### config.mk
export PLATFORM = sky130hd
export DESIGN_NAME = trimmed_step_rate_generator_core
export DESIGN_NICKNAME = d
export VERILOG_FILES = /design/src/tsrg_pkg.sv /design/src/tsrg_queue.sv /design/src/tsrg_trim.sv /design/src/tsrg_front.sv /design/src/tsrg_back.sv /design/src/trimmed_step_rate_generator_core.sv
export SDC_FILE = /design/constraint.sdc
export NUM_CORES = 2
export LEC_CHECK = 0
export ABC_AREA = 1
export BUFFER_PORTS_ARGS = -buffer_cell sky130_fd_sc_hd__buf_4
export CORE_MARGIN = 10
export CORE_UTILIZATION = 35
export DETAILED_ROUTE_END_ITERATION = 16
export HOLD_SLACK_MARGIN = 0.06
export SETUP_SLACK_MARGIN = 0.2
export SLEW_MARGIN = 20
export SYNTH_ARGS = -nofsm -noshare
export SYNTH_HDL_FRONTEND = slang
export SYNTH_SLANG_ARGS = --single-unit
### constraint.sdc
create_clock -name clk -period 10.3 [get_ports clk]
set_input_delay 0.515 -clock clk [delete_from_list [all_inputs] [get_ports clk]]
set_output_delay 0.515 -clock clk [all_outputs]
set_load 0.005 [all_outputs]
### src/tsrg_pkg.sv
//------------------------------------------------------------------------------
// tsrg_pkg
// Types and constants shared by the trimmed step-rate generator.
//------------------------------------------------------------------------------
package tsrg_pkg;

  typedef struct packed {
    logic       kind;
    logic [9:0] pot_sample;
    logic       tracking_switch;
    logic       direction_switch;
  } in_item_t;

  typedef struct packed {
    logic        step_pulse;
    logic        dir_level;
    logic        enable_n;
    logic [31:0] step_interval_us;
    logic [16:0] smoothed_trim_q16;
  } out_item_t;

  typedef struct packed {
    logic [31:0] base_rate_q16;
    logic [9:0]  pot_center;
    logic [8:0]  deadband;
    logic [16:0] ema_alpha_q16;
    logic        dir_left_forward;
    logic [15:0] dir_holdoff_us;
    logic [15:0] dir_accept_ms;
  } cfg_t;

  localparam logic [2:0] REG_BASE_RATE = 3'd0;
  localparam logic [2:0] REG_POT_CENTER = 3'd1;
  localparam logic [2:0] REG_DEADBAND = 3'd2;
  localparam logic [2:0] REG_EMA_ALPHA = 3'd3;
  localparam logic [2:0] REG_DIR_LEFT_FWD = 3'd4;
  localparam logic [2:0] REG_DIR_HOLDOFF = 3'd5;
  localparam logic [2:0] REG_DIR_ACCEPT = 3'd6;

  localparam logic [31:0] INTERVAL_RESET = 32'd1000000;
  localparam logic [9:0] US_PER_MS = 10'd1000;
  localparam logic [63:0] INTERVAL_NUM = 64'd1000000 << 32;

  typedef enum logic [2:0] {
    ST_IDLE,
    ST_TDIV,
    ST_EMA,
    ST_MUL,
    ST_IDIV,
    ST_DONE
  } trim_state_t;

endpackage

### src/tsrg_queue.sv
//------------------------------------------------------------------------------
// tsrg_queue
// Small register queue that carries items between the two halves.
//------------------------------------------------------------------------------
module tsrg_queue #(
  parameter int WIDTH = 8,
  parameter int DEPTH = 2
) (
  input  logic             clk,
  input  logic             rst,
  input  logic             wr,
  input  logic [WIDTH-1:0] wdata,
  output logic             full,
  input  logic             rd,
  output logic [WIDTH-1:0] rdata,
  output logic             empty
);

  localparam int AW = (DEPTH > 1) ? $clog2(DEPTH) : 1;

  logic [WIDTH-1:0] mem [DEPTH];
  logic [AW-1:0]    wp;
  logic [AW-1:0]    rp;
  logic [AW:0]      count;

  assign full  = (count == (AW+1)'(DEPTH));
  assign empty = (count == '0);
  assign rdata = mem[rp];

  always_ff @(posedge clk) begin
    if (wr && !full) begin
      mem[wp] <= wdata;
    end
  end

  always_ff @(posedge clk) begin
    if (rst) begin
      wp    <= '0;
      rp    <= '0;
      count <= '0;
    end else begin
      if (wr && !full) begin
        wp <= (wp == AW'(DEPTH - 1)) ? '0 : wp + 1'b1;
      end
      if (rd && !empty) begin
        rp <= (rp == AW'(DEPTH - 1)) ? '0 : rp + 1'b1;
      end
      count <= count + (AW+1)'(wr && !full) - (AW+1)'(rd && !empty);
    end
  end

endmodule

### src/tsrg_trim.sv
//------------------------------------------------------------------------------
// tsrg_trim
// Turns a completed pot sum into the smoothed trim and the step interval.
// The trim comes from a reciprocal multiply, low part and then high part, and the
// interval from a 64-step serial division.
//------------------------------------------------------------------------------
module tsrg_trim #(
  parameter int AVG_SAMPLES = 8,
  parameter int SUM_W = 16
) (
  input  logic                clk,
  input  logic                rst,
  input  tsrg_pkg::cfg_t      cfg,
  input  logic                start,
  input  logic [SUM_W-1:0]    sum,
  output logic                busy,
  output logic [16:0]         trim_smoothed,
  output logic [31:0]         interval_us
);
  import tsrg_pkg::*;

  localparam logic [31:0] DEN = 32'(5 * AVG_SAMPLES * 1023);
  localparam logic [31:0] BIAS = 32'(4 * AVG_SAMPLES * 1023);
  localparam logic [63:0] NUM_MAX = (64'd65536 * 64'(6 * AVG_SAMPLES * 1023)) +
                                    64'(DEN >> 1);
  localparam int NW = $clog2(NUM_MAX + 64'd1);
  localparam int RW = NW + 1;
  localparam int KSH = NW + $clog2(DEN);
  localparam logic [63:0] RECIP = ((64'd1 << KSH) + 64'(DEN) - 64'd1) / 64'(DEN);
  localparam logic [17:0] RECIP_LO = RECIP[17:0];
  localparam logic [RW-19:0] RECIP_HI = RECIP[RW-1:18];
  localparam logic [63:0] RATE_FLOOR_P = (64'h1_0000_0000 + 64'd9999) / 64'd10000;

  trim_state_t state;
  trim_state_t state_next;
  logic        trim_valid;
  logic [6:0]  cnt;
  logic [63:0] rem;
  logic [63:0] quo;
  logic [63:0] dvs;
  logic [16:0] trim_new;
  logic [63:0] prod;

  logic signed [19:0] lo;
  logic signed [19:0] hi;
  logic signed [19:0] ssum;
  logic [31:0] s_eff;
  logic [63:0] num;
  logic [NW+17:0] plo;
  logic [NW+RW-1:0] pfull;
  logic [16:0] alpha;
  logic signed [18:0] diff;
  logic signed [37:0] eprod;
  logic signed [37:0] ed;
  logic [16:0] trim_base;
  logic [64:0] rem_sh;
  logic [64:0] rem_sub;

  assign busy = (state != ST_IDLE);
  assign lo   = (20'(cfg.pot_center) - 20'(cfg.deadband)) * 20'(AVG_SAMPLES);
  assign hi   = (20'(cfg.pot_center) + 20'(cfg.deadband)) * 20'(AVG_SAMPLES);
  assign ssum = 20'(sum);
  assign s_eff = (ssum > lo && ssum < hi) ? 32'(cfg.pot_center) * 32'(AVG_SAMPLES)
                                          : 32'(sum);
  assign num  = ((64'(BIAS) + (64'(s_eff) << 1)) << 16) + 64'(DEN >> 1);
  assign pfull = (NW+RW)'(plo) + ((NW+RW)'(num[NW-1:0] * RECIP_HI) << 18);
  assign alpha = (cfg.ema_alpha_q16 > 17'd65536) ? 17'd65536 : cfg.ema_alpha_q16;
  assign trim_base = trim_valid ? trim_smoothed : trim_new;
  assign diff = 19'(trim_new) - 19'(trim_base);
  assign eprod = $signed({21'd0, alpha}) * 38'(diff) + 38'sd32768;
  assign ed = eprod >>> 16;
  assign rem_sh = {rem, quo[63]};
  assign rem_sub = rem_sh - {1'b0, dvs};

  always_ff @(posedge clk) begin
    if (rst) begin
      state <= ST_IDLE;
    end else begin
      state <= state_next;
    end
  end

  always_comb begin
    state_next = state;
    case (state)
      ST_IDLE: if (start) state_next = ST_TDIV;
      ST_TDIV: if (cnt == 7'd1) state_next = ST_EMA;
      ST_EMA:  state_next = ST_MUL;
      ST_MUL:  state_next = ST_IDIV;
      ST_IDIV: if (cnt == 7'd63) state_next = ST_DONE;
      ST_DONE: state_next = ST_IDLE;
      default: state_next = ST_IDLE;
    endcase
  end

  always_ff @(posedge clk) begin
    if (rst) begin
      trim_valid    <= 1'b0;
      trim_smoothed <= '0;
      interval_us   <= INTERVAL_RESET;
      cnt           <= '0;
    end else begin
      case (state)
        ST_IDLE: begin
          cnt <= '0;
        end
        ST_TDIV: begin
          cnt <= cnt + 1'b1;
          if (cnt == 7'd0) begin
            plo <= num[NW-1:0] * RECIP_LO;
          end else begin
            trim_new <= 17'(pfull >> KSH);
          end
        end
        ST_IDIV: begin
          cnt <= cnt + 1'b1;
          if (!rem_sub[64]) begin
            rem <= rem_sub[63:0];
            quo <= {quo[62:0], 1'b1};
          end else begin
            rem <= rem_sh[63:0];
            quo <= {quo[62:0], 1'b0};
          end
        end
        ST_EMA: begin
          trim_smoothed <= 17'(38'(trim_base) + ed);
          trim_valid    <= 1'b1;
        end
        ST_MUL: begin
          prod <= 64'(cfg.base_rate_q16) * 64'(trim_smoothed);
          cnt  <= '0;
          rem  <= '0;
          quo  <= INTERVAL_NUM;
        end
        ST_DONE: begin
          if (prod < RATE_FLOOR_P || quo[63:32] != '0) begin
            interval_us <= 32'hFFFF_FFFF;
          end else begin
            interval_us <= quo[31:0];
          end
        end
        default: ;
      endcase
      if (state == ST_MUL) begin
        dvs <= 64'(cfg.base_rate_q16) * 64'(trim_smoothed);
      end
    end
  end

endmodule

### src/tsrg_front.sv
//------------------------------------------------------------------------------
// tsrg_front
// Keeps the pot accumulator for accepted items and flags the sample that completes an average.
//------------------------------------------------------------------------------
module tsrg_front #(
  parameter int AVG_SAMPLES = 8,
  parameter int SUM_W = 16
) (
  input  logic               clk,
  input  logic               rst,
  input  tsrg_pkg::in_item_t item,
  input  logic               take,
  output logic               avg_done,
  output logic [SUM_W-1:0]   avg_sum
);
  import tsrg_pkg::*;

  localparam int CW = $clog2(AVG_SAMPLES + 1);

  logic [SUM_W-1:0] pot_sum;
  logic [CW-1:0]    pot_count;
  logic [SUM_W-1:0] sum_next;

  assign sum_next = pot_sum + SUM_W'(item.pot_sample);
  assign avg_done = take && item.kind && (pot_count == CW'(AVG_SAMPLES - 1));
  assign avg_sum  = sum_next;

  always_ff @(posedge clk) begin
    if (rst) begin
      pot_sum   <= '0;
      pot_count <= '0;
    end else if (take && item.kind) begin
      if (avg_done) begin
        pot_sum   <= '0;
        pot_count <= '0;
      end else begin
        pot_sum   <= sum_next;
        pot_count <= pot_count + 1'b1;
      end
    end
  end

endmodule

### src/tsrg_back.sv
//------------------------------------------------------------------------------
// tsrg_back
// Time base, direction acceptance and step decision for one queued item.
//------------------------------------------------------------------------------
module tsrg_back (
  input  logic                clk,
  input  logic                rst,
  input  tsrg_pkg::cfg_t      cfg,
  input  tsrg_pkg::in_item_t  item,
  input  logic                go,
  input  logic [31:0]         interval_us,
  input  logic [16:0]         trim_q16,
  output tsrg_pkg::out_item_t result
);
  import tsrg_pkg::*;

  logic [31:0] time_us;
  logic [9:0]  ms_prescale;
  logic [31:0] time_ms;
  logic [31:0] last_step_us;
  logic        accepted_forward;
  logic [31:0] last_dir_change_ms;
  logic [31:0] dir_changed_us;

  logic        tick;
  logic        forward;
  logic [31:0] t_us;
  logic [9:0]  pre_inc;
  logic [31:0] t_ms;
  logic        acc;
  logic [31:0] dchg;
  logic [31:0] since;
  logic        hold;
  logic        step;
  logic [31:0] ls_adv;

  always_comb begin
    tick    = !item.kind;
    forward = cfg.dir_left_forward ? item.direction_switch : !item.direction_switch;
    t_us    = tick ? time_us + 32'd1 : time_us;
    pre_inc = ms_prescale + 10'd1;
    t_ms    = (tick && pre_inc >= US_PER_MS) ? time_ms + 32'd1 : time_ms;
    acc     = (forward != accepted_forward) &&
              ((t_ms - last_dir_change_ms) >= 32'(cfg.dir_accept_ms));
    dchg    = acc ? t_us : dir_changed_us;
    since   = t_us - dchg;
    hold    = since[31] || (since < 32'(cfg.dir_holdoff_us));
    step    = tick && item.tracking_switch && !hold &&
              ((t_us - last_step_us) >= interval_us);
    ls_adv  = last_step_us + interval_us;
  end

  always_ff @(posedge clk) begin
    if (rst) begin
      time_us <= '0;
      ms_prescale <= '0;
      time_ms <= '0;
      last_step_us <= '0;
      accepted_forward <= 1'b0;
      last_dir_change_ms <= '0;
      dir_changed_us <= '0;
    end else if (go) begin
      time_us <= t_us;
      time_ms <= t_ms;
      if (tick) begin
        ms_prescale <= (pre_inc >= US_PER_MS) ? '0 : pre_inc;
      end
      if (acc) begin
        accepted_forward <= forward;
        last_dir_change_ms <= t_ms;
        dir_changed_us <= t_us;
      end
      if (step) begin
        last_step_us <= ((t_us - ls_adv) >= interval_us) ? t_us : ls_adv;
      end
    end
  end

  always_comb begin
    result.step_pulse        = step;
    result.dir_level         = forward;
    result.enable_n          = !item.tracking_switch;
    result.step_interval_us  = interval_us;
    result.smoothed_trim_q16 = trim_q16;
  end

endmodule

### src/trimmed_step_rate_generator_core.sv
//------------------------------------------------------------------------------
// trimmed_step_rate_generator_core
// Step-rate generator with potentiometer trim, direction holdoff and queues.
//------------------------------------------------------------------------------
// Ticks and pot samples are taken one per cycle, while there is room, into a
// four-entry queue. An item that does not complete an average leaves the queue
// once it is at the head and the result queue has room, and its result can be
// popped from the cycle after that. The pot sample that completes an average
// starts the trim unit when it reaches the head of the queue and stays there
// while the trim unit takes a start, the reciprocal multiply for the trim, the
// smoothing, the rate product, a 64-step serial division for the interval and
// the storing of it, and then hands the item on. Later items queue up behind
// it, and the input stalls once the four-entry queue is full.
module trimmed_step_rate_generator_core #(
  parameter int AVG_SAMPLES = 8
) (
  input  logic                 clk,
  input  logic                 rst,
  input  logic                 push,
  output logic                 full,
  input  tsrg_pkg::in_item_t   in_item,
  output logic                 empty,
  input  logic                 pop,
  output tsrg_pkg::out_item_t  out_item,
  input  logic                 cfg_valid,
  output logic                 cfg_ready,
  input  logic [2:0]           cfg_index,
  input  logic [31:0]          cfg_data
);
  import tsrg_pkg::*;

  localparam int SUM_W = $clog2(AVG_SAMPLES * 1023 + 1);
  localparam int QW = $bits(in_item_t) + 1 + SUM_W;

  cfg_t cfg;
  logic [QW-1:0] q_wdata;
  logic [QW-1:0] q_rdata;
  logic q_empty;
  logic q_rd;
  logic avg_done;
  logic [SUM_W-1:0] avg_sum;
  in_item_t q_item;
  logic q_avg;
  logic [SUM_W-1:0] q_sum;
  logic trim_busy;
  logic [16:0] trim_smoothed;
  logic [31:0] interval_us;
  logic started;
  logic o_full;
  out_item_t res;

  assign cfg_ready = 1'b1;

  always_ff @(posedge clk) begin
    if (rst) begin
      cfg.base_rate_q16 <= 32'd638710;
      cfg.pot_center <= 10'd512;
      cfg.deadband <= 9'd8;
      cfg.ema_alpha_q16 <= 17'd13107;
      cfg.dir_left_forward <= 1'b1;
      cfg.dir_holdoff_us <= 16'd500;
      cfg.dir_accept_ms <= 16'd2000;
    end else if (cfg_valid) begin
      case (cfg_index)
        REG_BASE_RATE:    cfg.base_rate_q16 <= cfg_data;
        REG_POT_CENTER:   cfg.pot_center <= cfg_data[9:0];
        REG_DEADBAND:     cfg.deadband <= cfg_data[8:0];
        REG_EMA_ALPHA:    cfg.ema_alpha_q16 <= cfg_data[16:0];
        REG_DIR_LEFT_FWD: cfg.dir_left_forward <= cfg_data[0];
        REG_DIR_HOLDOFF:  cfg.dir_holdoff_us <= cfg_data[15:0];
        REG_DIR_ACCEPT:   cfg.dir_accept_ms <= cfg_data[15:0];
        default: ;
      endcase
    end
  end

  tsrg_front #(.AVG_SAMPLES(AVG_SAMPLES), .SUM_W(SUM_W)) u_front (
    .clk(clk), .rst(rst), .item(in_item), .take(push && !full),
    .avg_done(avg_done), .avg_sum(avg_sum)
  );

  assign q_wdata = {in_item, avg_done, avg_sum};

  tsrg_queue #(.WIDTH(QW), .DEPTH(4)) u_inq (
    .clk(clk), .rst(rst), .wr(push), .wdata(q_wdata), .full(full),
    .rd(q_rd), .rdata(q_rdata), .empty(q_empty)
  );

  assign {q_item, q_avg, q_sum} = q_rdata;

  // An averaging item first starts the trim unit, then leaves once it is idle and the result queue has room.
  always_ff @(posedge clk) begin
    if (rst) begin
      started <= 1'b0;
    end else if (q_rd) begin
      started <= 1'b0;
    end else if (!q_empty && q_avg && !started) begin
      started <= 1'b1;
    end
  end

  assign q_rd = !q_empty && !o_full && (!q_avg || (started && !trim_busy));

  tsrg_trim #(.AVG_SAMPLES(AVG_SAMPLES), .SUM_W(SUM_W)) u_trim (
    .clk(clk), .rst(rst), .cfg(cfg),
    .start(!q_empty && q_avg && !started), .sum(q_sum),
    .busy(trim_busy), .trim_smoothed(trim_smoothed), .interval_us(interval_us)
  );

  tsrg_back u_back (
    .clk(clk), .rst(rst), .cfg(cfg), .item(q_item), .go(q_rd),
    .interval_us(interval_us), .trim_q16(trim_smoothed), .result(res)
  );

  tsrg_queue #(.WIDTH($bits(out_item_t)), .DEPTH(2)) u_outq (
    .clk(clk), .rst(rst), .wr(q_rd), .wdata(res), .full(o_full),
    .rd(pop), .rdata(out_item), .empty(empty)
  );

endmodule

==> results.toml <==
[status]
status = "completed"

[sta]
period_needed_ps = 10030
final_hold_viol_count = 0
worst_pin_slew_ps = 1090
worst_slack_ps = 274
finClkSkew_ps = 45.6
rsz0062_at_grt = "true"
fmax_mhz = 99.7
relSlewSlack = 0.273
period_share = 0.973
setup-violations-final = 0
report.final.slew_viol_count = 0

[yosys]
syn_area_mm2 = 0.0765
synth_cell_type_count = 70
yosysTopAreaCellShare = 0.199
synth_ff_type = "edfxtp_1"
synth_warnings = 0
synth_top_area_cell = "fa_1"
synth_seq_cells = 748
netlist_instances = 9508
yosysSeqAreaShare = 0.246
async_flop_share = 0
ys_top_cells_by_area = "fa_1, edfxtp_1, ha_1"
avgSynthCellArea_um2 = 8.05
synth_edf_count = 384
synth_nets = 11100

[worst_setup_path]
crit_path_start_kind = "flop"
critPathTopFamily = "adder cells"
cp_max_fo = 8
cp.depth = 59
cp_slowest_cell = "fa_1"
crit_start = "u_trim.trim_valid$_SDFFE_PP0P_"
critPathRequiredTime_ps = 10880
r2r_start = "u_trim.trim_valid$_SDFFE_PP0P_"
crit_arrival_ps = 10610
crit_type = "reg -> reg"
cp.buffers_inverters = 9
crit_top_cell = "nand2_1"
end_kind = "flop"
ff2ff_path_depth = 59
slowest_delay_ps = 590

[global_route]
first_global_vias = 63000
grt_pass1_wl_mm = 345
antenna_found_initial = 21
grt_max_degree = 116
grtUsageTotal = 0.179
grt.overflow.total = 0

[clock_network]
cts_buffer_depth = 3
cts_max_level = 3
cts.clk_slew.worst_paths_ps = 60
clock_sinks = 748
cts_tree = "built"
clockRootBuffer = "clkbuf_16"
clock_latency_ps = 720
cts_buffers = 87

[route]
routedWlPerCell_um = 17.4
wl_mm = 220
via_per_inst = 4.98
drcViolationCount = 0
first_pass_iters = 6
drtIter0Drc = 4091
ant_nets = 0
vias = 62700

[floorplanning]
num_rows = 171
start_util = 0.352
io_pins = 108
dieArea_mm2 = 0.238
die_h_um = 488
core-area_mm2 = 0.217
die_w_um = 488

[cells_and_area]
multiInputGateArea_mm2 = 0.0498
syn_to_final_growth_pct = 11.8
fill_cells = 22100
nets = 11200
layout-drive-gt1-share = 0.0796
regArea_mm2 = 0.0188

[place]
post-dp-hpwl_mm = 168
port_buffers = 106
pre_cts_slack_ps = -349
gp_congestion = 0.904

[hold_path]
hp-class = "in -> reg"
worstHoldPathCells = 3
min-delay-start = "cfg_data[10]"

[flow_run]
cap_violations = 0
-- layout make-up --
cell class              instances  area share
diodes                          5    0.000146
multi-input cells            6448       0.582
inverters                    1989      0.0874
flip-flops and latches        748       0.220
clock buffers                 110      0.0270
well taps                    2854      0.0417
repair buffers                387      0.0350
clock inverters                52     0.00649
-- timing repair --
action | CTS | global route
hold buffers | 8 | 0
pin swaps | 10 | 82
cloned | 0 | 6
hold endpoints to repair | 17 | 0
setup buffers | 3 | 27
resized for setup | 21 | 176
setup endpoints to repair | 7 | 52
-- worst paths after layout --
| check | end | slack [ps] |
|---|---|---|
| setup / recovery | u_trim.trim_smoothed[16]$_SDFFE_PP0P_ | 270 |
| hold / removal | cfg[10]$_SDFFE_PP1P_ | 130 |
| setup reg to reg | u_trim.trim_smoothed[16]$_SDFFE_PP0P_ | 270 |
| hold reg to reg | u_back.dir_changed_us[18]$_SDFFE_PP0P_ | 450 |
-- cell usage after synthesis, drive strengths merged (19+ instances only) --
| cell | number |
|---|---|
| a211oi | 32 |
| a21boi | 26 |
| nor3 | 75 |
| inv | 1982 |
| o21a | 19 |
| ha | 732 |
| fa | 760 |
| a21o | 19 |
| clkbuf | 290 |
| nand2 | 1871 |
| nor2 | 680 |
| o21ai | 491 |
| xnor2 | 122 |
| a31oi | 45 |
| buf | 38 |
| edfxtp | 384 |
| xor2 | 287 |
| nor4 | 31 |
| dfxtp | 364 |
| o22ai | 58 |
| o211ai | 37 |
| a21oi | 653 |
| mux2 | 52 |
| nand3 | 208 |
| o21bai | 23 |
| nand4 | 93 |
| o31ai | 36 |
-- placed cells by master (no fill, tap or decap), types with 13 or more instances in the layout --
master	instances
a211oi_1	30
a21boi_0	17
a21o_1	19
a21oi_1	636
a21oi_2	14
a31oi_1	44
buf_4	369
clkbuf_1	18
clkbuf_16	88
clkinv_1	16
dfxtp_1	362
edfxtp_1	384
fa_1	755
ha_1	713
inv_1	1961
inv_2	18
mux2_2	52
nand2_1	1838
nand2_2	27
nand3_1	197
nand3b_1	13
nand4_1	93
nor2_1	656
nor2_2	16
nor3_1	65
nor4_1	29
o211ai_1	37
o21a_1	19
o21ai_0	453
o21ai_1	24
o21bai_1	22
o22ai_1	58
o31ai_1	34
xnor2_1	121
xor2_1	274
-- sequential cells by signal, summed over array words and instances, names as in the netlist, 49 cells and up, named ones only --
signal,count
u_inq.mem,68
u_outq.mem,104
cfg,101
u_trim.rem,64
u_trim.dvs,49
u_trim.quo,64
-- metal layers --
| layer | routed length, um | track usage |
|---|---|---|
| met1 | 99800 | 0.244 |
| met3 | 12700 | 0.0256 |
| met2 | 101000 | 0.295 |
| met5 | 0 | 0 |
| met4 | 6230 | 0.0534 |
-- tightest hold or removal path: cells and delay by family --
family                 cells  cell delay, ps
buffers and inverters      1             150
and+or+nand+nor            1              70
AOI/OAI and AO/OA          1              70
-- logic make-up (layout without fill, tap and decap cells) --
logic type               after synthesis  count (layout)  synth area share
adder cells (fa/ha/maj)             1492            1492             0.318
buffers and inverters               2317            2538             0.114
multiplexers                          54              54           0.00791
AND/OR/NAND/NOR                     3005            3010             0.159
XOR/XNOR                             409             409            0.0469
other                                  1               6         0.0000490
AO/OA/AOI/OAI                       1482            1482             0.107
flip-flops                           748             748             0.246
-- metrics by stage --
step	hold slack, ps	instance area, um^2	util	setup TNS, ps	std cells
detailed placement	437	81500	0.375	-369	12400
global placement	429	81500	0.375	-270	12400
finish	125	85600	0.394	0	12600
CTS	63.1	84500	0.389	0	12600
floorplan	420	76500	-	0	9508
global route	109	85600	0.394	-495	12600
Power is left out: the tool's default activity adds up to more than one toggle a clock period on the data nets, which glitch-free logic cannot reach.
